File: config.mk
export PLATFORM = sky130hd
export DESIGN_NAME = multi_channel_one_shot_alarm_unit
export DESIGN_NICKNAME = d
export VERILOG_FILES = /design/src/rtl/amu_pkg.sv /design/src/rtl/amu_ram.sv /design/src/rtl/amu_seq.sv /design/src/rtl/multi_channel_one_shot_alarm_unit.sv
export SDC_FILE = /design/constraint.sdc
export NUM_CORES = 1
export LEC_CHECK = 0
export BUFFER_PORTS_ARGS = -buffer_cell sky130_fd_sc_hd__buf_2
export CORE_MARGIN = 2
export CORE_UTILIZATION = 56
export CTS_CLUSTER_SIZE = 30
export DETAILED_ROUTE_END_ITERATION = 8
export PLACE_DENSITY = 0.76
export SYNTH_ARGS = -nofsm -noshare
export SYNTH_HDL_FRONTEND = slang
export SYNTH_HIERARCHICAL = 1
export SYNTH_SLANG_ARGS = --single-unit
File: constraint.sdc
create_clock -name clk -period 3.9 [get_ports clk]
set_clock_uncertainty 0.1 [all_clocks]
set_input_delay 0.78 -clock clk [delete_from_list [all_inputs] [get_ports clk]]
set_output_delay 0.78 -clock clk [all_outputs]
set_load 0.05 [all_outputs]
File: src/rtl/amu_pkg.sv
// ----------------------------------------------------------------------------
// Alarm unit package
// Types and constants shared by the modules of the multi-channel alarm unit.
// ----------------------------------------------------------------------------
package amu_pkg;

	localparam int unsigned MODE_W   = 2;
	localparam int unsigned CHAN_W   = 3;
	localparam int unsigned COUNT_W  = 16;
	localparam int unsigned MASK_W   = 8;
	localparam int unsigned ENTRY_W  = 2 * COUNT_W;

	localparam logic [MODE_W-1:0] MODE_TICK  = 2'd0;
	localparam logic [MODE_W-1:0] MODE_OPEN  = 2'd1;
	localparam logic [MODE_W-1:0] MODE_CLOSE = 2'd2;

	typedef enum logic [1:0] {
		ST_IDLE,
		ST_SWEEP,
		ST_EMIT
	} amu_state_t;

	typedef struct packed {
		logic              valid;
		logic [MASK_W-1:0] fired_mask;
	} amu_res_t;

endpackage

File: src/rtl/amu_ram.sv
// ----------------------------------------------------------------------------
// Generic RAM
// Single write port, single read port with registered read data.
// ----------------------------------------------------------------------------
module amu_ram #(
	parameter int unsigned WIDTH = 32,
	parameter int unsigned DEPTH = 8
) (
	input  logic                                     clk,
	input  logic                                     we,
	input  logic [((DEPTH > 1) ? $clog2(DEPTH) : 1)-1:0] waddr,
	input  logic [WIDTH-1:0]                         wdata,
	input  logic [((DEPTH > 1) ? $clog2(DEPTH) : 1)-1:0] raddr,
	output logic [WIDTH-1:0]                         rdata
);

	logic [WIDTH-1:0] mem_q [DEPTH];
	logic [WIDTH-1:0] rdata_q;

	always_ff @(posedge clk) begin
		if (we) begin
			mem_q[waddr] <= wdata;
		end
		rdata_q <= mem_q[raddr];
	end

	assign rdata = rdata_q;

endmodule

File: src/rtl/amu_seq.sv
// ----------------------------------------------------------------------------
// Alarm unit sequencer
// Handles open and close requests and sweeps the channel table one channel
// per cycle through a shared increment and compare unit on each tick.
// ----------------------------------------------------------------------------
module amu_seq #(
	parameter int unsigned CHANNELS = 8
) (
	input  logic                                          clk,
	input  logic                                          arst_n,
	input  logic                                          in_valid,
	output logic                                          in_ready,
	input  logic [amu_pkg::MODE_W-1:0]                    mode,
	input  logic [amu_pkg::CHAN_W-1:0]                    channel,
	input  logic [amu_pkg::COUNT_W-1:0]                   period,
	output logic                                          ram_we,
	output logic [((CHANNELS > 1) ? $clog2(CHANNELS) : 1)-1:0] ram_waddr,
	output logic [amu_pkg::ENTRY_W-1:0]                   ram_wdata,
	output logic [((CHANNELS > 1) ? $clog2(CHANNELS) : 1)-1:0] ram_raddr,
	input  logic [amu_pkg::ENTRY_W-1:0]                   ram_rdata,
	output amu_pkg::amu_res_t                             res,
	input  logic                                          res_ready
);

	localparam int unsigned CW = (CHANNELS > 1) ? $clog2(CHANNELS) : 1;
	localparam logic [amu_pkg::MASK_W-1:0] CH_MASK =
		(CHANNELS >= amu_pkg::MASK_W) ? {amu_pkg::MASK_W{1'b1}}
		: amu_pkg::MASK_W'((64'd1 << CHANNELS) - 64'd1);

	amu_pkg::amu_state_t state_q, state_d;

	logic [CHANNELS-1:0]              active_q;
	logic [CW-1:0]                    idx_q;
	logic [amu_pkg::MASK_W-1:0]       mask_q;
	logic [CW-1:0]                    ch_addr;
	logic                             ch_ok;
	logic                             accept;
	logic                             last;
	logic                             in_mask;
	logic [amu_pkg::COUNT_W-1:0]      cur_period;
	logic [amu_pkg::COUNT_W-1:0]      cur_elapsed;
	logic [amu_pkg::COUNT_W-1:0]      inc;
	logic                             hit;

	assign ch_addr     = CW'(channel);
	assign ch_ok       = 32'(channel) < CHANNELS;
	assign accept      = in_valid && in_ready;
	assign last        = idx_q == CW'(CHANNELS - 1);
	assign in_mask     = 32'(idx_q) < amu_pkg::MASK_W;
	assign cur_period  = ram_rdata[amu_pkg::ENTRY_W-1:amu_pkg::COUNT_W];
	assign cur_elapsed = ram_rdata[amu_pkg::COUNT_W-1:0];
	assign inc         = cur_elapsed + amu_pkg::COUNT_W'(1);
	assign hit         = inc == cur_period;

	always_ff @(posedge clk or negedge arst_n) begin
		if (!arst_n) begin
			state_q <= amu_pkg::ST_IDLE;
		end else begin
			state_q <= state_d;
		end
	end

	always_comb begin
		state_d    = state_q;
		in_ready   = 1'b0;
		ram_we     = 1'b0;
		ram_waddr  = idx_q;
		ram_wdata  = {cur_period, inc};
		ram_raddr  = '0;
		res.valid  = 1'b0;
		res.fired_mask = mask_q;
		unique case (state_q)
			amu_pkg::ST_IDLE: begin
				in_ready = 1'b1;
				if (in_valid) begin
					if (mode == amu_pkg::MODE_TICK) begin
						state_d = amu_pkg::ST_SWEEP;
					end else if (mode == amu_pkg::MODE_OPEN && ch_ok) begin
						ram_we    = 1'b1;
						ram_waddr = ch_addr;
						ram_wdata = {period, amu_pkg::COUNT_W'(0)};
					end
				end
			end
			amu_pkg::ST_SWEEP: begin
				ram_raddr = idx_q + CW'(1);
				if (active_q[idx_q]) begin
					ram_we = 1'b1;
					if (hit) begin
						ram_wdata = {cur_period, amu_pkg::COUNT_W'(0)};
					end
				end
				if (last) begin
					state_d = amu_pkg::ST_EMIT;
				end
			end
			amu_pkg::ST_EMIT: begin
				res.valid = 1'b1;
				if (res_ready) begin
					state_d = amu_pkg::ST_IDLE;
				end
			end
			default: begin
				state_d = amu_pkg::ST_IDLE;
			end
		endcase
	end

	always_ff @(posedge clk or negedge arst_n) begin
		if (!arst_n) begin
			active_q <= '0;
			idx_q    <= '0;
			mask_q   <= '0;
		end else begin
			if (state_q == amu_pkg::ST_IDLE && accept) begin
				if (mode == amu_pkg::MODE_TICK) begin
					idx_q  <= '0;
					mask_q <= '0;
				end else if (mode == amu_pkg::MODE_OPEN && ch_ok) begin
					active_q[ch_addr] <= 1'b1;
				end else if (mode == amu_pkg::MODE_CLOSE && ch_ok) begin
					active_q[ch_addr] <= 1'b0;
				end
			end
			if (state_q == amu_pkg::ST_SWEEP) begin
				idx_q <= idx_q + CW'(1);
				if (active_q[idx_q] && hit) begin
					active_q[idx_q] <= 1'b0;
					if (in_mask) begin
						mask_q[3'(idx_q)] <= 1'b1;
					end
				end
			end
		end
	end

	a_tick_starts_clean: assert property (@(posedge clk) disable iff (!arst_n)
		(state_q == amu_pkg::ST_IDLE && accept && mode == amu_pkg::MODE_TICK)
		|=> (state_q == amu_pkg::ST_SWEEP && idx_q == '0 && mask_q == '0))
		else $error("sweep did not start from the first channel with a clear mask");

	a_mask_in_range: assert property (@(posedge clk) disable iff (!arst_n)
		res.valid |-> ((res.fired_mask & ~CH_MASK) == '0))
		else $error("fired mask names a channel that does not exist");

	a_fire_deactivates: assert property (@(posedge clk) disable iff (!arst_n)
		(state_q == amu_pkg::ST_SWEEP && active_q[idx_q] && hit)
		|=> !active_q[$past(idx_q)])
		else $error("fired channel is still active");

	a_sweep_ends_in_emit: assert property (@(posedge clk) disable iff (!arst_n)
		(state_q == amu_pkg::ST_SWEEP && last) |=> state_q == amu_pkg::ST_EMIT)
		else $error("sweep did not hand over its result");

endmodule

File: src/rtl/multi_channel_one_shot_alarm_unit.sv
// ----------------------------------------------------------------------------
// Multi-channel one-shot alarm unit
// A table of one-shot alarm channels driven by open, close and tick requests.
// ----------------------------------------------------------------------------
// Usage: an input request carries mode, channel and period under in_valid and
// in_ready. An open request loads a channel's period, clears its count and
// arms it; a close request disarms it. Both give no result.
// A tick request makes the sequencer sweep the channel table held in a RAM,
// one channel per cycle through a single increment and compare unit: every
// armed channel counts, and a channel whose count reaches its period fires
// and disarms. The tick yields one result, fired_mask, on out_valid and
// out_ready, with one bit for each of the first eight channels.
// The result of a tick is written to the output register from the EMIT state
// at the end of the sweep over the RAM read port. The input is not ready
// during the sweep and the hand-over of its result, so a new tick is taken
// only after the last one has handed over its result. An open or close
// request may follow the tick result while it still waits in the output
// register; a stalled receiver holds the next tick at the end of its sweep
// until the register frees.
// Reset disarms every channel and empties the output register.
// ----------------------------------------------------------------------------
module multi_channel_one_shot_alarm_unit #(
	parameter int unsigned CHANNELS = 8
) (
	input  logic                              clk,
	input  logic                              arst_n,
	input  logic                              in_valid,
	output logic                              in_ready,
	input  logic [amu_pkg::MODE_W-1:0]        mode,
	input  logic [amu_pkg::CHAN_W-1:0]        channel,
	input  logic [amu_pkg::COUNT_W-1:0]       period,
	output logic                              out_valid,
	input  logic                              out_ready,
	output logic [amu_pkg::MASK_W-1:0]        fired_mask
);

	localparam int unsigned CW = (CHANNELS > 1) ? $clog2(CHANNELS) : 1;

	logic                          ram_we;
	logic [CW-1:0]                 ram_waddr;
	logic [amu_pkg::ENTRY_W-1:0]   ram_wdata;
	logic [CW-1:0]                 ram_raddr;
	logic [amu_pkg::ENTRY_W-1:0]   ram_rdata;
	amu_pkg::amu_res_t             res;
	logic                          res_ready;
	logic                          out_valid_q;
	logic [amu_pkg::MASK_W-1:0]    fired_mask_q;

	amu_ram #(
		.WIDTH (amu_pkg::ENTRY_W),
		.DEPTH (CHANNELS)
	) u_ram (
		.clk   (clk),
		.we    (ram_we),
		.waddr (ram_waddr),
		.wdata (ram_wdata),
		.raddr (ram_raddr),
		.rdata (ram_rdata)
	);

	amu_seq #(
		.CHANNELS (CHANNELS)
	) u_seq (
		.clk       (clk),
		.arst_n    (arst_n),
		.in_valid  (in_valid),
		.in_ready  (in_ready),
		.mode      (mode),
		.channel   (channel),
		.period    (period),
		.ram_we    (ram_we),
		.ram_waddr (ram_waddr),
		.ram_wdata (ram_wdata),
		.ram_raddr (ram_raddr),
		.ram_rdata (ram_rdata),
		.res       (res),
		.res_ready (res_ready)
	);

	assign res_ready = !out_valid_q || out_ready;

	always_ff @(posedge clk or negedge arst_n) begin
		if (!arst_n) begin
			out_valid_q <= 1'b0;
		end else if (res_ready) begin
			out_valid_q <= res.valid;
		end
	end

	always_ff @(posedge clk) begin
		if (res_ready && res.valid) begin
			fired_mask_q <= res.fired_mask;
		end
	end

	assign out_valid  = out_valid_q;
	assign fired_mask = fired_mask_q;

endmodule
==> metrics.yaml <==
synthesis:
  ys_warn_count: 6
  synth_seq_cells: 318
  synth.avg_cell_area_um2: 17.9
  synth_edf_count: 264
  yosysSeqAreaShare_pct: 70.2
  synth-simple-area-share_pct: 6.70
  synthAdderAreaFrac_pct: 0.289
  synth_compound_area_share_pct: 3.60
  ys.flop_type: "edfxtp_1"
  synthMuxAreaShare_pct: 15.6
  syn_nets: 755
  synth_top_family_by_area: "multiplexers"
  synthArstFlopShare_pct: 6.92
  synth_cells: 727
  synth_area_um2: 13000
  ys_types: 55
  yosys.area_share.xor_xnor_pct: 1.89
sta:
  tightest_slew_ps: 903
  relSlewSlack_pct: 39.4
  setup_violations: 0
  finalMaxSlewViolations: 0
  rsz0062_at_grt: "false"
  fin_crit_ps: 3650
  whs_ps: 154
  fin_crit_sh_pct: 93.5
  fmax_mhz: 274
  finalHoldViolations: 0
layout:
  fillers: 1522
  ff_latch_area_um2: 9120
  diodes: 0
  multi_input_area_um2: 3730
  final_util_pct: 64.7
  nets: 814
  synthToLayoutAreaGrowth_pct: 13.0
  final_area_um2: 14700
  drive_gt1_share_pct: 23.6
  final_cells: 1095
  mostFrequentLayoutCell: "edfxtp_1"
  layout_common_cells: "edfxtp_1 (264), nand2_1 (74), mux4_1 (40)"
worst_setup_path:
  reg2reg_to: "u_ram/mem_q[3][1]"
  critPathLaunchType: "flop"
  worstPathArrival_ps: 3740
  crit_type: "flop to flop"
  cp_max_fo: 17
  r2r_cells: 7
  r2r-start: "u_ram/rdata[8]"
  critical_path_required_ps: 3990
  reg2reg_slack_ps: 250
  endpoint_kind: "flop"
route:
  wirelength_mm: 26.4
  dr.pass1.iters: 5
  drt-vias-per-instance: 6.22
  vias: 6811
  dr.first_iter.drc_count: 512
  ant_nets: 0
  routedWlPerCell_um: 24.1
  drc: 0
floorplanning:
  die_x_um: 156
  core_um2: 22700
  rows: 55
  initial_core_util_pct: 57.2
  dieHeight_um: 156
  dieArea_um2: 24400
  io-pin-count: 35
clock_tree:
  cts_max_level: 2
  clk_pin_slew_ps: 60
  cts_root_buffer: "clkbuf_16"
  tritoncts: "built"
  clock_latency_ps: 500
  cts_made_buffers: 34
  cts_setup_buffers: 0
  cts.sink_count: 318
  hold_buffers: 0
  cts_buffer_depth: 3
  post_cts_resized: 0
power:
  peakVddDrop_mv: 0.405
  p_per_area_nw_per_um2: 801
  leakage_nw: 5.09
place:
  dp_cells: 1035
  placedInstanceArea_um2: 13600
  routabilityCongestion: 0.832
  numPortBuffers: 34
  dp_hpwl_mm: 16.0
global_route:
  grt_pass1_vias: 7014
  antenna_found_initial: 0
  grt_usage_pct: 22.5
  grt_max_degree: 66
  grt_first_pass_wirelength_mm: 40.9
  grt_overflow_total: 0
min_path:
  min-delay-path-class: "primary input to async pin"
flow_run:
  drv_cap: 0
run_status:
  outcome: "complete, no violations"
[synth_stat cells, types with 3 or more instances]
master    count  area [um2]
a211oi_1     14         105
a21bo_2       5        50.1
a21o_1        3        22.5
a21oi_1      14        70.1
a31o_1        3        26.3
a31oi_1       3        18.8
and2_1        8        50.1
and3_1        5        31.3
buf_1         5        18.8
buf_2        13        65.1
buf_6         7        78.8
clkbuf_1     12        45.0
dfrtp_1      22         551
dfxtp_1      32         641
edfxtp_1    264        7930
ha_1          3        37.5
mux2_2       33         372
mux4_1       40        1050
mux4_2       26         586
nand2_1      74         278
nand2b_1     12        75.1
nand3_1       9        45.0
nand4_1       5        31.3
nand4b_1      3        26.3
nor2_1       16        60.1
nor2b_1      10        62.6
nor3_1        8        40.0
nor4_1        4        25.0
o21ai_0       7        35.0
o22ai_1       5        31.3
or4_1         4        30.0
xnor2_1      16         140
xor2_1       12         105
[power by group]
group / internal [W] / switching (W) / total, W
clock network: 0.00182 / 0.00119 / 0.00301
registers: 0.00472 / 0.000410 / 0.00513
logic: 0.00162 / 0.00200 / 0.00362
[kinds of logic after synthesis]
| family | Yosys count |
|---|---|
| AO/OA/AOI/OAI | 66 |
| multiplexers | 101 |
| flip-flops | 318 |
| buffers and inverters | 41 |
| adder cells (fa/ha/maj) | 3 |
| AND/OR/NAND/NOR | 170 |
| XOR/XNOR | 28 |
[state kept, by name, indices dropped and copies added (netlist names)]
name,flops
u_ram/mem_q,256
u_seq/idx_q,3
out_valid,1
u_ram/rdata,32
u_seq/active_q,8
fired_mask,8
u_seq/state_q,2
u_seq/mask_q,8
[layout make-up]
class                      instances  share of cell area [%]
clock inverter                    11                   0.536
timing repair buffer              62                    2.84
inverter                           2                  0.0511
clock buffer                      49                    6.73
tap                              285                    2.43
sequential                       318                    62.1
multi-input combinational        368                    25.4
[critical path: stages (launching register included)]
cell and delay, ps:
dfxtp_1 500, nand4_1 300, or4_1 610, xnor2_1 240, nand4_1 180, nor4_4 840
buf_4 370, a21oi_1 190
[worst max path at each step]
stage | slack (ps) | endpoint | start | depth (start not counted)
final | 250 | u_ram/mem_q[3][1] | u_ram/rdata[8] | 7
after global routing | 100 | u_ram/mem_q[5][1] | u_ram/rdata[0] | 8
after CTS | 340 | u_ram/mem_q[3][1] | u_ram/rdata[8] | 7
after detailed placement | 380 | u_ram/mem_q[7][1] | u_ram/rdata[0] | 8
after global placement | 500 | u_ram/mem_q[0][1] | u_ram/rdata[0] | 8
after floorplan | -180 | u_ram/mem_q[2][0] | u_seq/state_q[0] | 7
[metrics by stage]
step	TNS (ps)	power (W)	worst slack, ps
after global routing	0	0.0123	95.0
after CTS	0	0.0118	340
final	0	0.0118	254
after floorplan	-23090	0.00778	-177
after global placement	0	0.00864	504
after detailed placement	0	0.00882	379
[layer usage]
| metal | global-route usage, % | part of all wire (%) | wire length [um] |
|---|---|---|---|
| met1 | 31.0 | 41 | 10900 |
| met2 | 38.3 | 51 | 13500 |
| met3 | 3.71 | 6.1 | 1620 |
| met4 | 5.07 | 1.6 | 418 |
| met5 | 0 | 0 | 0 |
Note: power is estimated with default switching activity, not from simulation.
